--- config.mk ---
export PLATFORM = sky130hd
export DESIGN_NAME = safs_ctrl
export DESIGN_NICKNAME = d
export VERILOG_FILES = /design/src/sv/safs_pkg.sv /design/src/sv/safs_ctrl.sv
export VERILOG_INCLUDE_DIRS = /design/src /design/src/sv
export SDC_FILE = /design/constraint.sdc
export NUM_CORES = 1
export LEC_CHECK = 0
export ABC_AREA = 1
export BUFFER_PORTS_ARGS = -buffer_cell sky130_fd_sc_hd__buf_2
export CORE_MARGIN = 10
export CORE_UTILIZATION = 40
export CTS_CLUSTER_DIAMETER = 100
export DETAILED_ROUTE_END_ITERATION = 8
export SETUP_SLACK_MARGIN = 0.5
export SLEW_MARGIN = 20
export SYNTH_ARGS = -nofsm -noshare
export SYNTH_HDL_FRONTEND = slang
export SYNTH_SLANG_ARGS = --single-unit
export TNS_END_PERCENT = 1
--- constraint.sdc ---
create_clock -name clk -period 4.5 [get_ports clk]
set_input_delay 0 -clock clk [delete_from_list [all_inputs] [get_ports clk]]
set_output_delay 0 -clock clk [all_outputs]
set_load 0.03 [all_outputs]
--- src/sv/slot_allocator_free_stack_top_macros.svh ---
// Assertion macros used by the slot allocator control (safs_ctrl).
// Depends on nothing; expects a clock named clk and a reset named rst in scope.
`ifndef SLOT_ALLOCATOR_FREE_STACK_TOP_MACROS_SVH
`define SLOT_ALLOCATOR_FREE_STACK_TOP_MACROS_SVH

// Check a property on every clock edge outside of reset.
`define SAFS_ASSERT(lbl, prop, msg) \
  lbl: assert property (@(posedge clk) disable iff (rst) prop) else $error(msg);

// Check a property on every clock edge, reset included.
`define SAFS_ASSERT_ALWAYS(lbl, prop, msg) \
  lbl: assert property (@(posedge clk) prop) else $error(msg);

`endif

--- src/sv/safs_pkg.sv ---
// Shared types and codes for the slot allocator with free stack.
// Used by safs_stack_mem, safs_ctrl and the top level.
package safs_pkg;

  localparam int SLOT_W   = 10;
  localparam int STATUS_W = 2;

  typedef logic [SLOT_W-1:0]   slot_t;
  typedef logic [STATUS_W-1:0] status_t;

  localparam logic OP_ALLOC   = 1'b0;
  localparam logic OP_RELEASE = 1'b1;

  localparam status_t ST_ALLOC    = 2'd0;
  localparam status_t ST_RELEASED = 2'd1;
  localparam status_t ST_IGNORED  = 2'd2;
  localparam status_t ST_FULL     = 2'd3;

  // One stack access per transaction: a push, a pop, or nothing.
  typedef struct packed {
    logic  push;
    logic  pop;
    slot_t wdata;
  } mem_cmd_t;

endpackage

--- src/sv/safs_ctrl.sv ---
// Allocator control: length, low mark and stack depth registers, request
// decode, stack command generation and the result register. Uses safs_pkg.
`include "slot_allocator_free_stack_top_macros.svh"

module safs_ctrl #(
  parameter int CAPACITY = 1024
) (
  input  logic                        clk,
  input  logic                        rst,
  input  logic                        req_valid,
  output logic                        req_ready,
  input  logic                        op,
  input  safs_pkg::slot_t             slot,
  output logic                        rsp_valid,
  input  logic                        rsp_ready,
  output safs_pkg::slot_t             slot_out,
  output safs_pkg::status_t           status,
  output safs_pkg::mem_cmd_t          mem_cmd,
  output logic [$clog2(CAPACITY)-1:0] mem_addr,
  input  safs_pkg::slot_t             mem_rdata
);
  import safs_pkg::*;

  localparam int AW = $clog2(CAPACITY);
  localparam int CW = $clog2(CAPACITY + 1);
  localparam int XW = (CW > SLOT_W) ? CW : SLOT_W;
  localparam logic [CW-1:0] CAP_C = CW'(CAPACITY);
  localparam logic [CW-1:0] ONE_C = CW'(1);

  logic [CW-1:0] used_length, used_length_next;
  logic [CW-1:0] low_mark, low_mark_next;
  logic [CW-1:0] free_count, free_count_next;

  logic    rsp_from_mem;
  slot_t   rsp_slot;
  status_t rsp_status;

  slot_t   res_slot;
  status_t res_status;
  logic    res_from_mem;
  logic    accept;

  logic [CW-1:0] low_dec, used_dec, count_dec;
  logic [XW-1:0] slot_x, used_x, low_x;
  logic [XW-1:0] low_dec_x, used_cur_x;

  assign accept    = req_valid && req_ready;
  assign req_ready = !rsp_valid || rsp_ready;

  assign low_dec    = low_mark - ONE_C;
  assign used_dec   = used_length - ONE_C;
  assign count_dec  = free_count - ONE_C;
  assign slot_x     = XW'(slot);
  assign used_x     = XW'(used_length);
  assign low_x      = XW'(low_mark);
  assign low_dec_x  = XW'(low_dec);
  assign used_cur_x = XW'(used_length);

  always_comb begin
    used_length_next = used_length;
    low_mark_next    = low_mark;
    free_count_next  = free_count;
    res_slot         = '0;
    res_status       = ST_ALLOC;
    res_from_mem     = 1'b0;
    mem_cmd.push     = 1'b0;
    mem_cmd.pop      = 1'b0;
    mem_cmd.wdata    = slot;
    mem_addr         = free_count[AW-1:0];

    if (op == OP_ALLOC) begin
      priority if (low_mark != '0) begin
        low_mark_next = low_dec;
        res_slot      = low_dec_x[SLOT_W-1:0];
      end else if (free_count != '0) begin
        // pop: the slot comes back registered from the stack in the next cycle
        free_count_next = count_dec;
        mem_cmd.pop     = 1'b1;
        mem_addr        = count_dec[AW-1:0];
        res_from_mem    = 1'b1;
      end else if (used_length < CAP_C) begin
        used_length_next = used_length + ONE_C;
        res_slot         = used_cur_x[SLOT_W-1:0];
      end else begin
        res_status = ST_FULL;
      end
    end else begin
      res_slot = slot;
      if (slot_x >= used_x) begin
        res_status = ST_IGNORED;
      end else begin
        res_status = ST_RELEASED;
        priority if (slot_x == XW'(used_dec)) begin
          used_length_next = used_dec;
        end else if (slot_x == low_x) begin
          low_mark_next = low_mark + ONE_C;
        end else if (free_count < CAP_C) begin
          mem_cmd.push    = 1'b1;
          free_count_next = free_count + ONE_C;
        end
        // mark met the end: the whole array is free again
        if (low_mark_next == used_length_next) begin
          used_length_next = '0;
          low_mark_next    = '0;
          free_count_next  = '0;
        end
      end
    end

    if (!accept) begin
      mem_cmd.push = 1'b0;
      mem_cmd.pop  = 1'b0;
    end
  end

  always_ff @(posedge clk) begin
    if (rst) begin
      used_length  <= '0;
      low_mark     <= '0;
      free_count   <= '0;
      rsp_valid    <= 1'b0;
      rsp_from_mem <= 1'b0;
    end else begin
      if (accept) begin
        used_length  <= used_length_next;
        low_mark     <= low_mark_next;
        free_count   <= free_count_next;
        rsp_valid    <= 1'b1;
        rsp_from_mem <= res_from_mem;
      end else if (rsp_ready) begin
        rsp_valid <= 1'b0;
      end
    end
  end

  always_ff @(posedge clk) begin
    if (accept) begin
      rsp_slot   <= res_slot;
      rsp_status <= res_status;
    end
  end

  assign slot_out = rsp_from_mem ? mem_rdata : rsp_slot;
  assign status   = rsp_status;

  `SAFS_ASSERT(a_mark_below_len, (low_mark <= used_length), "low mark above used length")
  `SAFS_ASSERT(a_count_bound, (free_count <= CAP_C), "free stack depth above capacity")
  `SAFS_ASSERT(a_mark_meets_len, ((low_mark == used_length) |-> (used_length == '0 && free_count == '0)), "mark met length without clearing")
  `SAFS_ASSERT(a_pop_result, ((accept && mem_cmd.pop) |=> (rsp_valid && rsp_from_mem && status == ST_ALLOC)), "pop did not yield an allocation result")
  `SAFS_ASSERT_ALWAYS(a_no_dual_access, !(mem_cmd.push && mem_cmd.pop), "push and pop in one cycle")

endmodule

==> run_results.csv <==
group,metric,value,unit
status,status,"complete, no violations",
yosys,synth_top_area_share,18.6,%
clock_network,clk_pin_slew,70,ps
die,fp-row-count,42,
yosys,postSynthAreaPerCell,5.96,um2
yosys,ys_seq_area_share,20.0,%
power,ir_drop,0.180,mV
placement,portBuffers,60,
yosys,synth_area_leader_cell,"nand2_1",
layout,drive_above_1_share,15.1,%
placement,hpwl,13600,um
min_path,worstHoldPathType,"input pin to flop",
timing,post-route-min-period,3590,ps
detailed_routing,firstDrtPassIters,5,
clock_network,cts.sinks,47,
layout,nets,962,
global_routing,track_usage,19.1,%
timing,worst_pin_slew,1100,ps
die,core_area,13100,um2
layout,final_common_cell,"nand2_1",
detailed_routing,vias,5928,
yosys,syn_inst,892,
global_routing,antenna_found_initial,0,
detailed_routing,post_drt_wl_per_cell,16.3,um
detailed_routing,via_per_inst,5.40,
critical_path,critPathKind,"flop to flop",
global_routing,grt_max_degree,48,
clock_network,cts_buffers,5,
timing,fin_tns_setup,0,ps
yosys,synth.distinct_cells,47,
timing,period_share,79.8,%
power,p_comb_share,56.0,%
clock_network,postCtsSetupRepairBufs,0,
clock_network,cts_tree,"done",
clock_network,clockBufferDepth,2,
detailed_routing,drt_drc_violations_left,0,
die,dieArea,18300,um2
layout,stdcell_count,1098,
die,initial_utilization,40.4,%
layout,final_cell_mix,"nand2_1 (263), nor2_1 (91), inv_1 (79)",
clock_network,cts_root_buf,"clkbuf_16",
critical_path,crit_path_end_kind,"flop",
power,switchingPower,1.17,mW
yosys,yosys_warnings,0,
critical_path,critPathMaxFanout,22,
layout,area_growth,9.21,%
power,p_leak,2.89,nW
clock_network,htree_levels,2,
yosys,ys_seq_elements,47,
timing,fmaxAchievable,279,MHz
timing,fin_skew,8.96,ps
detailed_routing,first_iter_violations,663,
flow_run,cap_violations,0,
die,die_h,135,um
clock_network,clk_latency,300,ps
global_routing,grt_pass1_vias,5189,
global_routing,grt_pass1_wl,28200,um
power,internal_power,1.17,mW
layout,diodes,0,
timing,maxSlewViolCount,0,
timing,slew_headroom,26.9,%
power,p_clk_share,19.0,%
timing,setup_viol,0,
die,die_x,135,um
power,p_seq_share,25.0,%
die,io_pins,61,
placement,placed_cells,1089,
power,switching_share,50.0,%
placement,gp_congestion,0.959,
layout,num-fill-cells,1412,
critical_path,cp.required,4730,ps
detailed_routing,wl,17900,um
timing,hold_viol_final,0,
detailed_routing,ant_nets,0,
timing,rsz0062_at_grt,"false",
critical_path,arrival,3820,ps
yosys,synth_nets,933,
critical_path,start_kind,"flop",
yosys,ys_top_cells_by_area,"nand2_1 (19%), dfxtp_1 (13%), nand3_1 (7.0%), edfxtp_1 (6.8%), nor2_1 (6.4%)",
global_routing,grt.overflow.total,0,
power,p_per_area,403,nW/um2
yosys,synth_area,5310,um2
==> critical path, stage by stage, from the launching register on <==
cell and delay, ps:
dfxtp_1 360, inv_2 180, ha_1 300, nand2_2 100, nor2_2 150, nand3_1 120
nand3_1 100, nand2_1 60, nor2_1 140, nand3_2 130, nor2_2 470, nand2_1 140
nand2_1 120, nand2_1 50, nand2_1 130, nand3_2 110, nor2_4 130, nand3_4 160
nand2_4 100, nand2_4 150, nand2_1 110, nand2_1 50, nor2_1 130
==> state kept, by name, indices dropped and copies added, names as in the netlist <==
signal	cells
status	2
rsp_from_mem	1
low_mark	11
free_count	11
used_cur_x	11
rsp_valid	1
rsp_slot	10
==> Yosys cell counts, drive strengths merged <==
cell       n
buf       28
o31ai      1
dfxtp     35
o21a       1
o21bai     2
clkbuf    16
nand3     79
mux2      10
or2        1
o221ai     5
o2111ai    1
o22ai      9
a221oi     1
a2111oi    1
xor2      22
nor4       1
clkinv     8
inv       91
a22oi      5
edfxtp    12
ha        16
nand4     21
a21oi     44
nand3b     6
nor3      21
o21ai     58
xnor2      2
a31oi      8
nor2     105
nand2    282
==> power groups by stage <==
stage | Sequential (mW) | Combinational [mW] | Clock (mW)
after detailed placement | 0.593 | 1.29 | 0
after global routing | 0.596 | 1.45 | 0.471
final | 0.585 | 1.31 | 0.444
after CTS | 0.583 | 1.30 | 0.458
after global placement | 0.594 | 1.29 | 0
after floorplan | 0.550 | 1.02 | 0
==> path summary, 6_finish.rpt <==
check	start	end	slack, ps	cells after the start
setup / recovery	used_cur_x[0]$_SDFFE_PP0P_	free_count[3]$_SDFFE_PP0P_	910	22
hold / removal	rsp_ready	rsp_valid$_SDFFE_PP0P_	2	4
setup reg to reg	used_cur_x[0]$_SDFFE_PP0P_	free_count[3]$_SDFFE_PP0P_	910	22
hold reg to reg	rsp_valid$_SDFFE_PP0P_	rsp_valid$_SDFFE_PP0P_	510	2
==> metal layers <==
layer	share of wire, %	routed length, um	track usage (%)
met3	9.6	1710	3.41
met2	41	7370	27.9
met1	46	8240	27.3
met5	0	0	0
met4	3.0	538	6.52
==> through the flow <==
stage               util (%)  hold slack [ps]  total power [mW]  cell area, um2  setup slack [ps]
floorplan                  -             69.1              1.57            5310              1690
global placement        42.8              307              1.89            5620              1070
detailed placement      42.8              303              1.88            5620              1000
CTS                     44.2             7.95              2.34            5800               974
global route            44.2             44.0              2.52            5800               519
finish                  44.2             2.41              2.34            5800               911
==> cell type report <==
type                            instances  area (um2)  share of cell area (%)
Inverter                               99         378                    6.51
Multi-Input combinational cell        702        3620                    62.4
Clock inverter                          3        47.5                   0.819
Clock buffer                            5         125                    2.16
Tap cell                              176         220                    3.79
Timing Repair Buffer                   66         348                    5.99
Sequential cell                        47        1060                    18.3
==> repair_timing <==
action                    in CTS  in global routing
resized for setup              0                  0
hold endpoints to repair       1                  0
hold buffers                   1                  0
==> cell families after synthesis <==
kind of cell | Yosys count | share of synthesized area (%)
adders and majority gates | 16 | 3.77
muxes | 10 | 2.12
buffers and inverters | 143 | 11.8
AOI/OAI and AO/OA | 136 | 14.4
and+or+nand+nor | 516 | 44.0
xor gates and xnor gates | 24 | 3.96
DFF | 47 | 20.0
(Power assumes the default switching activity.)
